### src/sv/range_add_range_sum_blocks_macros.svh
// ----------------------------------------------------------------------------
// range_add_range_sum_blocks assertion macros
// Shared concurrent assertion forms for the range add / range sum block.
// ----------------------------------------------------------------------------
`ifndef RANGE_ADD_RANGE_SUM_BLOCKS_MACROS_SVH
`define RANGE_ADD_RANGE_SUM_BLOCKS_MACROS_SVH

// same-cycle implication
`define RASB_ASSERT_NOW(name, clk, rst_n, ante, cons, msg) \
	name: assert property (@(posedge clk) disable iff (!rst_n) (ante) |-> (cons)) \
		else $error(msg);

// next-cycle implication
`define RASB_ASSERT_NEXT(name, clk, rst_n, ante, cons, msg) \
	name: assert property (@(posedge clk) disable iff (!rst_n) (ante) |=> (cons)) \
		else $error(msg);

`endif

### src/sv/rasb_div.sv
// ----------------------------------------------------------------------------
// rasb_div
// Block locator: index divided by the block length through a constant
// reciprocal multiply; the quotient is registered on start, the remainder is then registered from it.
// ----------------------------------------------------------------------------
`default_nettype none

module rasb_div #(
	parameter int XW        = 12,
	parameter int BLOCK_LEN = 32
) (
	input  wire logic                         clk,
	input  wire logic                         arst_n,
	input  wire logic                         start,
	input  wire logic [XW-1:0]                dividend,
	output logic                              done,
	output logic [XW-1:0]                     quotient,
	output logic [$clog2(BLOCK_LEN)-1:0]      remainder
);

	localparam int OW  = $clog2(BLOCK_LEN);
	localparam int SH  = XW + OW;
	localparam int MW  = XW + 2;
	localparam int PRW = 2 * XW + OW + 2;
	// ceil(2^SH / BLOCK_LEN); the truncated product is exact for any XW-bit index
	localparam logic [MW-1:0] RECIP =
		MW'(((64'd1 << SH) + 64'(BLOCK_LEN) - 64'd1) / 64'(BLOCK_LEN));
	localparam logic [XW-1:0] DIVISOR = XW'(BLOCK_LEN);

	logic          run_q;
	logic          done_q;
	logic [XW-1:0] x_q;
	logic [XW-1:0] quo_q;
	logic [OW-1:0] rem_q;

	logic [PRW-1:0] prod;
	logic [XW-1:0]  quo_n;
	logic [XW-1:0]  diff;

	always_comb begin
		prod  = PRW'(dividend) * PRW'(RECIP);
		quo_n = prod[SH +: XW];
		diff  = x_q - XW'(quo_q * DIVISOR);
	end

	always_ff @(posedge clk or negedge arst_n) begin
		if (!arst_n) begin
			run_q  <= 1'b0;
			done_q <= 1'b0;
		end else begin
			run_q  <= start;
			done_q <= run_q;
		end
	end

	always_ff @(posedge clk) begin
		if (start) begin
			x_q   <= dividend;
			quo_q <= quo_n;
		end
		if (run_q) begin
			rem_q <= diff[OW-1:0];
		end
	end

	assign done      = done_q;
	assign quotient  = quo_q;
	assign remainder = rem_q;

endmodule

`default_nettype wire

### config.mk
export PLATFORM = sky130hd
export DESIGN_NAME = rasb_div
export DESIGN_NICKNAME = d
export VERILOG_FILES = /design/src/sv/range_add_range_sum_blocks_macros.svh /design/src/sv/rasb_div.sv
export SDC_FILE = /design/constraint.sdc
export NUM_CORES = 1
export LEC_CHECK = 0
export ABC_AREA = 1
export BUFFER_PORTS_ARGS = -buffer_cell sky130_fd_sc_hd__buf_2
export CORE_MARGIN = 2
export CORE_UTILIZATION = 44
export CTS_BUF_LIST = sky130_fd_sc_hd__clkbuf_4
export CTS_CLUSTER_SIZE = 10
export DETAILED_ROUTE_END_ITERATION = 6
export GPL_ROUTABILITY_DRIVEN = 0
export PLACE_DENSITY_LB_ADDON = 0.1
export SLEW_MARGIN = 5
export SYNTH_ARGS = -nofsm -noshare
export SYNTH_HDL_FRONTEND = slang
export SYNTH_SLANG_ARGS = --single-unit
### constraint.sdc
create_clock -name clk -period 0.98 [get_ports clk]
set_input_delay 0.049 -clock clk [delete_from_list [all_inputs] [get_ports clk]]
set_output_delay 0.049 -clock clk [all_outputs]
set_load 0.005 [all_outputs]
==> results of run 1 <==
where the power goes:
group	switching [W]	internal (W)	total, W
registers	0.0000161	0.000953	0.000969
clock network	0.000207	0.000186	0.000393
logic	0.0000487	0.0000804	0.000129
timing repair:
item | 4_1_cts | 5_1_grt
hold buffers | 13 | 0
buffers inserted | 0 | 0
endpoints found under the hold margin | 14 | 0
sequential cells by signal, indices dropped and copies added, names as in the netlist:
| register | cells |
|---|---|
| run_q | 1 |
| remainder | 5 |
| quotient | 7 |
| x_q | 5 |
| done | 1 |
cell usage after synthesis (all sizes together):
master / number / area (µm²)
conb: 1 / 3.75
dfrtp: 2 / 50.1
edfxtp: 17 / 510
buf: 5 / 37.5
stage by stage:
stage / setup WS [ns] / total power, W / hold slack [ns] / std cells
finish: 0.146 / 0.00149 / 0.0341 / 83
global route: 0.0983 / 0.00156 / 0.0250 / 83
CTS: 0.126 / 0.00151 / 0.0244 / 83
detailed placement: 0.223 / 0.00108 / -0.164 / 66
global placement: 0.251 / 0.00107 / -0.164 / 66
floorplan: 0.264 / 0.00101 / -0.247 / 29
cell type report:
class,count,area share
flip-flops and latches,19,0.627
repair buffers,40,0.297
clock buffers,4,0.0336
multi-input cells,5,0.0210
well taps,15,0.0210
cells in the final DEF, fill, tap and decap left out:
cell type | Yosys | final
buf_2 | 0 | 27
clkbuf_4 | 0 | 4
dlygate4sd3_1 | 0 | 13
dfrtp_1 | 2 | 2
edfxtp_1 | 17 | 17
conb_1 | 1 | 5
path summary, 6_finish.rpt:
kind	end	depth (start not counted)
worst max-delay path	remainder[2]	1
worst min-delay path	run_q	1
worst max register to register	remainder[3]	0
worst min register to register	remainder[2]	0
max in group asynchronous	done	2
min in group asynchronous	run_q	2
logic make-up after synthesis:
family,count (synthesis),synth area share
other,1,0.00623
buffers and inverters,5,0.0624
DFF,19,0.931
metal layers:
layer / GRT usage / up-vias
li1: - / 169
met1: 0.0996 / 149
met2: 0.184 / 25
met3: 0.0326 / 0
met4: 0.0750 / 0
met5: 0 / -
==> run summary, run 1 <==
H-tree depth -> 1
row count -> 13
Total Routing Usage GR -> 0.104
flop2flop setup slack -> 0.23 ns
setup_tns -> 0 ns
synthesized flop and latch total -> 19
type of origin of the critical path -> register
routed wl met2 -> 435 µm
drt total wl -> 846 µm
Synth Cell Area -> 602 µm²
Ports -> 33
via count -> 343
share of layout cells above drive strength 1 -> 0.456
Clock Tree Buf Depth -> 2
met3 routed WL -> 101 µm
core area -> 1280 µm²
r2r startpoint -> run_q
area occupied by registers -> 561 µm²
leakage power -> 0.385 nW
initial antenna violation count -> 0
clk slew on worst S/H paths -> 0.09 ns
RSZ-0062 raised after global routing -> false
critical path class -> reg2out
Synth Instances -> 25
clock sinks -> 19
period utilization -> 0.852
Power Density -> 1670 nW/µm²
Worst Setup End Kind -> primary output
post-CTS sizing -> 0
clk_skew -> 0.00308 ns
CTS Buf Count -> 3
starting DRC count in detailed routing -> 1
status -> finished, final reports clean
Multi-input gate area -> 18.8 µm²
Avg Cell Area, Syn -> 24.1 µm²
HP Class -> in2reg
maximum vdd drop -> 1080 µV
sequential share of the synthesized area -> 0.931
Horiz. Die Dim -> 41.0 µm
metal1 wirelength -> 308 µm
Worst Path Required -> 0.93 ns
Worst Setup SP -> remainder[2]
critical-path cell list -> buf_2
CTS tree -> built
Initial Util -> 0.468
Die H -> 41.0 µm
fin util -> 0.695
global-route wire length before repair -> 1050 µm
post-synth cell types -> 4
die area -> 1680 µm²
# DRC -> 0
Finished Cell Area -> 893 µm²
worst skew pair latency -> 0.28 ns
vias per cell -> 4.13
CP Max Fanout -> 1
number of fill cells -> 87
synth warn -> 0
Max Used Layer -> met3
Fmax -> 1200 MHz
pin count of the biggest net entering global routing -> 14
HP Start -> start
Slowest-stage cell, CP -> edfxtp_1
Buf+Inv Stages, Crit Path -> 1
DR pass1 iterations -> 3
Layout area overhead -> 48.4%
arrival time of the worst setup path -> 0.79 ns
n_diodes -> 0
Final min period -> 0.834 ns
dpl cell area -> 733 µm²
Buffers on Ports -> 27
Max Cap Viol -> 0
number of global-route vias before repair -> 294
Final Hold Violating Endpoints -> 0
Final ANT Viol Nets -> 0
crit-path leading delay family -> flip-flops
fin nets -> 84
gr ovfl total -> 0
Max stage delay on crit path -> 0.37 ns
CTS root buf -> clkbuf_4
Setup Viol. Count Final -> 0
per-cell routed wire length -> 10.2 µm
Final Max Tran Viols -> 0
Note: power is estimated with default switching activity, not from simulation.
==> run 2, diff against run 1 <==
--- a/config.mk
+++ b/config.mk
@@ -6,7 +6,7 @@
 export NUM_CORES = 1
 export LEC_CHECK = 0
 export ABC_AREA = 1
-export BUFFER_PORTS_ARGS = -buffer_cell sky130_fd_sc_hd__buf_2
+export BUFFER_PORTS_ARGS = -buffer_cell sky130_fd_sc_hd__buf_4
 export CORE_MARGIN = 2
 export CORE_UTILIZATION = 44
 export CTS_BUF_LIST = sky130_fd_sc_hd__clkbuf_4
==> run summary, run 2 (synthesized netlist as in run 1, its figures left out) <==
area occupied by registers -> 561 µm² (unchanged)
clk_skew -> 0.00420 ns (+0.00112 ns)
Initial Util -> 0.468 (unchanged)
RSZ-0062 raised after global routing -> false
Setup Viol. Count Final -> 0 (unchanged)
Power Density -> 1570 nW/µm² (-6.1%)
commonest cells after routing, fill and taps aside -> 27 x buf_4, 17 x edfxtp_1, 14 x dlygate4sd3_1
via count -> 332 (-3.2%)
Post-Place Setup Slack -> 0.228 ns (+0.00502 ns)
CTS root buf -> clkbuf_4
leakage power -> 0.412 nW (+7.2%)
global-route wire length before repair -> 1180 µm (+13%)
gr ovfl total -> 0 (unchanged)
Final Max Tran Viols -> 0 (unchanged)
Slowest-stage cell, CP -> edfxtp_1
# DRC -> 0 (unchanged)
CP Max Fanout -> 1 (unchanged)
fin nets -> 85 (+1.2%)
max FFs per register -> 7 (unchanged)
Gate power share -> 0.113 (+0.026)
Reg power frac -> 0.638 (-0.012)
share of layout cells above drive strength 1 -> 0.449 (-0.00661)
status -> finished, final reports clean
initial antenna violation count -> 0 (unchanged)
Max Cap Viol -> 0 (unchanged)
n_diodes -> 0 (unchanged)
critical path class -> reg2out
most common cell after layout, fill and taps aside -> buf_4
number of global-route vias before repair -> 296 (+0.68%)
Power Total -> 0.00152 W (+2.1%)
arrival time of the worst setup path -> 0.80 ns (about the same)
worst hold margin -> 0.0843 ns (+0.0502 ns)
Worst Path Required -> 0.93 ns (about the same)
Layout area overhead -> 61.3%
pin count of the biggest net entering global routing -> 14 (unchanged)
Worst Setup End Kind -> primary output
maximum vdd drop -> 1000 µV (-6.6%)
Ports -> 33 (unchanged)
Buffers on Ports -> 27 (unchanged)
Buf+Inv Stages, Crit Path -> 1 (unchanged)
CTS tree -> built
Clock Tree Buf Depth -> 2 (unchanged)
per-cell routed wire length -> 10.7 µm (+5.2%)
dpl cell area -> 801 µm² (+9.2%)
DR pass1 iterations -> 2 (-1)
die area -> 1680 µm² (unchanged)
core area -> 1280 µm² (unchanged)
vias per cell -> 3.95 (-4.4%)
Finished Cell Area -> 971 µm² (+8.7%)
P_int -> 0.00126 W (+3.3%)
clock power share -> 0.249 (-0.015)
Fmax -> 1180 MHz (-1.9%)
Final Hold Violating Endpoints -> 0 (unchanged)
Final ANT Viol Nets -> 0 (unchanged)
clock sinks -> 19 (unchanged)
P_sw -> 0.000264 W (-3.1%)
Die H -> 41.0 µm (unchanged)
worst skew pair latency -> 0.27 ns (about the same)
clk slew on worst S/H paths -> 0.09 ns (about the same)
Multi-input gate area -> 18.8 µm² (unchanged)
HP Class -> in2async
crit-path leading delay family -> flip-flops
Max stage delay on crit path -> 0.38 ns (about the same)
setup_tns -> 0 ns (unchanged)
final worst setup slack -> 0.129 ns (-0.0163 ns)
drt total wl -> 901 µm (+6.5%)
switching share of total power -> 0.173 (-0.00925)
number of fill cells -> 77 (-11%)
Horiz. Die Dim -> 41.0 µm (unchanged)
period utilization -> 0.868 (+0.0166)
starting DRC count in detailed routing -> 1 (unchanged)
Total Routing Usage GR -> 0.120 (+0.0156)
setup bufs post-CTS -> 0 (unchanged)
CTS Buf Count -> 3 (unchanged)
H-tree depth -> 1 (unchanged)
Final min period -> 0.851 ns (+0.0163 ns)
type of origin of the critical path -> register
critical-path cell list -> buf_4
row count -> 13 (unchanged)
-- run 2: changes by cell type in the layout (fill, tap and decap cells not counted), sizes merged --
| cell | before | now |
|---|---|---|
| dlygate4sd3 | 13 | 14 |
-- run 2: through the flow --
| stage | cells | utilization |
|---|---|---|
| after floorplan | 29 | - |
| after global placement | 66 | 0.623 |
| after detailed placement | 66 | 0.623 |
| after global routing | 84 | 0.756 |
| final | 84 | 0.756 |
| after CTS | 84 | 0.756 |
-- run 2: power groups by stage --
| stage | combinational (W) | clock [W] | sequential, W |
|---|---|---|---|
| final | 0.000172 | 0.000380 | 0.000971 |
| after floorplan | 0.0000186 | 0 | 0.000996 |
| after detailed placement | 0.000127 | 0 | 0.000991 |
| after CTS | 0.000170 | 0.000399 | 0.000973 |
| after global placement | 0.000125 | 0 | 0.000989 |
| after global routing | 0.000189 | 0.000439 | 0.000978 |
-- run 2: what timing repair did --
item,CTS,global route
hold buffers,14,0
hold endpoints to repair,15,0
resized for setup,0,0
-- run 2: final timing paths --
kind	start	slack [ns]	depth (start not counted)	endpoint
setup reg to reg	run_q	0.23	0	remainder[1]
hold / removal	arst_n	0.08	2	done
setup / recovery	quotient[5]	0.13	1	quotient[5]
hold reg to reg	x_q[2]	0.43	0	remainder[2]
max in group asynchronous	arst_n	0.81	2	run_q
min in group clk	x_q[2]	0.43	0	remainder[2]
-- run 2: cell type report --
type / instances / share of cell area
Tap cell: 15 / 0.0193
Sequential cell: 19 / 0.577
Clock buffer: 4 / 0.0309
Timing Repair Buffer: 41 / 0.353
Multi-Input combinational cell: 5 / 0.0193
-- run 2: per-layer routing --
layer / track usage / part of all wire / wire length, µm / vias to the layer above
met5: 0 / 0 / 0 / -
met1: 0.131 / 0.35 / 319 / 137
met2: 0.199 / 0.52 / 470 / 25
li1: - / - / - / 168
met3: 0.0380 / 0.11 / 103 / 2
met4: 0.0750 / 0.0078 / 7 / 0
==> run 3, diff against run 2 <==
--- a/config.mk
+++ b/config.mk
@@ -8,12 +8,13 @@
 export ABC_AREA = 1
 export BUFFER_PORTS_ARGS = -buffer_cell sky130_fd_sc_hd__buf_4
 export CORE_MARGIN = 2
-export CORE_UTILIZATION = 44
+export CORE_UTILIZATION = 45
 export CTS_BUF_LIST = sky130_fd_sc_hd__clkbuf_4
 export CTS_CLUSTER_SIZE = 10
 export DETAILED_ROUTE_END_ITERATION = 6
 export GPL_ROUTABILITY_DRIVEN = 0
 export PLACE_DENSITY_LB_ADDON = 0.1
+export SKIP_LAST_GASP = 1
 export SLEW_MARGIN = 5
 export SYNTH_ARGS = -nofsm -noshare
 export SYNTH_HDL_FRONTEND = slang
==> constraint.sdc (replaced) <==
create_clock -name clk -period 1 [get_ports clk]
set_input_delay 0.05 -clock clk [delete_from_list [all_inputs] [get_ports clk]]
set_output_delay 0.05 -clock clk [all_outputs]
set_load 0.005 [all_outputs]
==> run summary, run 3 (synthesized netlist as in run 1, its figures left out) <==
most common cell after layout, fill and taps aside -> buf_4
vias per cell -> 4.32 (+9.3%)
clock sinks -> 19 (unchanged)
met3 global-route usage -> 0.0611 (+0.0231)
Buf+Inv Stages, Crit Path -> 1 (unchanged)
clk_skew -> 0.00232 ns (-0.00188 ns)
Die H -> 40.6 µm (-1.0%)
setup_tns -> 0 ns (unchanged)
Total Routing Usage GR -> 0.163 (+0.0430)
Setup Viol. Count Final -> 0 (unchanged)
share of layout cells above drive strength 1 -> 0.449 (unchanged)
n_diodes -> 0 (unchanged)
Final Hold Violating Endpoints -> 0 (unchanged)
commonest cells after routing, fill and taps aside -> 27 x buf_4, 17 x edfxtp_1, 14 x dlygate4sd3_1
fin nets -> 85 (unchanged)
CTS root buf -> clkbuf_4
DR pass1 iterations -> 3 (+1)
# DRC -> 0 (unchanged)
gr ovfl total -> 0 (unchanged)
core area -> 1270 µm² (-1.3%)
crit-path leading delay family -> flip-flops
clk slew on worst S/H paths -> 0.10 ns (about the same)
arrival time of the worst setup path -> 0.82 ns (+0.02 ns)
Initial Util -> 0.474 (+0.00600)
worst skew pair latency -> 0.28 ns (about the same)
P_int -> 0.00124 W (-1.9%)
status -> finished, final reports clean
Worst Path Required -> 0.95 ns (+0.02 ns)
number of fill cells -> 79 (+2.6%)
max FFs per register -> 7 (unchanged)
gr busiest metal -> met2
Fmax -> 1140 MHz
period utilization -> 0.875
H-tree depth -> 1 (unchanged)
CTS Buf Count -> 3 (unchanged)
switching share of total power -> 0.186 (+0.0131)
P_sw -> 0.000283 W (+7.2%)
r2r startpoint -> run_q
Layout area overhead -> 61.3% (unchanged)
CP Max Fanout -> 1 (unchanged)
maximum vdd drop -> 1220 µV (+22%)
die area -> 1650 µm² (-2.0%)
row count -> 13 (unchanged)
global-route wire length before repair -> 1520 µm (+29%)
final worst setup slack -> 0.125 ns (-0.00398 ns)
Worst Setup End Kind -> primary output
Reg2Reg Depth -> 0 (unchanged)
GR Util met1 -> 0.169 (+0.0386)
Final min period -> 0.875 ns
type of origin of the critical path -> register
critical path class -> reg2out
clock power share -> 0.258 (+0.009)
Max Cap Viol -> 0 (unchanged)
Power Density -> 1560 nW/µm² (-0.33%)
flop2flop setup slack -> 0.23 ns (about the same)
Final Max Tran Viols -> 0 (unchanged)
leakage power -> 0.412 nW (unchanged)
per-cell routed wire length -> 12.8 µm (+19%)
via count -> 363 (+9.3%)
pin count of the biggest net entering global routing -> 14 (unchanged)
drt total wl -> 1070 µm (+19%)
Gate power share -> 0.112 (about the same)
CTS tree -> built
Power Total -> 0.00152 W (-0.33%)
Buffers on Ports -> 27 (unchanged)
Ports -> 33 (unchanged)
setup bufs post-CTS -> 0 (unchanged)
FF-to-FF End -> remainder[4]
Post-Place Setup Slack -> 0.251 ns (+0.0231 ns)
Final ANT Viol Nets -> 0 (unchanged)
HP Class -> in2async
number of global-route vias before repair -> 335 (+13%)
GRT met2 Usage -> 0.262 (+0.0627)
initial antenna violation count -> 0 (unchanged)
Clock Tree Buf Depth -> 2 (unchanged)
Horiz. Die Dim -> 40.6 µm (-1.0%)
Reg power frac -> 0.630 (-0.008)
Max stage delay on crit path -> 0.39 ns (about the same)
starting DRC count in detailed routing -> 2 (+1)
RSZ-0062 raised after global routing -> false
critical-path cell list -> buf_4
Slowest-stage cell, CP -> edfxtp_1
==> run 3: timing repair <==
item | 4_1_cts | 5_1_grt
resized for setup | 0 | 0
hold buffers | 14 | 0
endpoints found under the hold margin | 15 | 0
==> run 3: how the worst max path moves through the flow <==
stage,start,end,slack (ns),cells past startpoint
final,quotient[0],quotient[0],0.13,1
after global routing,quotient[0],quotient[0],0.06,1
after CTS,quotient[2],quotient[2],0.1,1
after detailed placement,run_q,remainder[3],0.25,0
after global placement,run_q,remainder[4],0.28,0
after floorplan,run_q,remainder[0],0.28,0
==> run 3: area by class of cell <==
class	instances	area, µm²	area share
Multi-Input combinational cell	5	18.8	0.0193
Sequential cell	19	561	0.577
Tap cell	15	18.8	0.0193
Timing Repair Buffer	41	343	0.353
Clock buffer	4	30.0	0.0309
==> run 3: power groups by stage <==
stage / registers [W] / logic [W] / clock network, W
floorplan: 0.000976 / 0.0000183 / 0
global placement: 0.000969 / 0.000122 / 0
detailed placement: 0.000974 / 0.000126 / 0
CTS: 0.000956 / 0.000169 / 0.000401
global route: 0.000961 / 0.000187 / 0.000449
finish: 0.000956 / 0.000170 / 0.000392
==> run 3: per-stage QoR <==
stage          area (µm²)  std cells  hold slack [ns]  utilization
6_report              971         84           0.0722        0.765
4_1_cts               971         84           0.0637        0.765
3_5_place_dp          801         66           -0.165        0.631
5_1_grt               971         84           0.0662        0.765
2_1_floorplan         617         29           -0.246            -
3_3_place_gp          801         66           -0.166        0.631
==> run 3: per-layer routing <==
layer / part of all wire / wire length (µm) / vias to the layer above
met5: 0 / 0 / -
met4: 0.0037 / 4 / 0
met3: 0.097 / 104 / 2
met2: 0.58 / 621 / 26
met1: 0.32 / 342 / 165
li1: - / - / 170
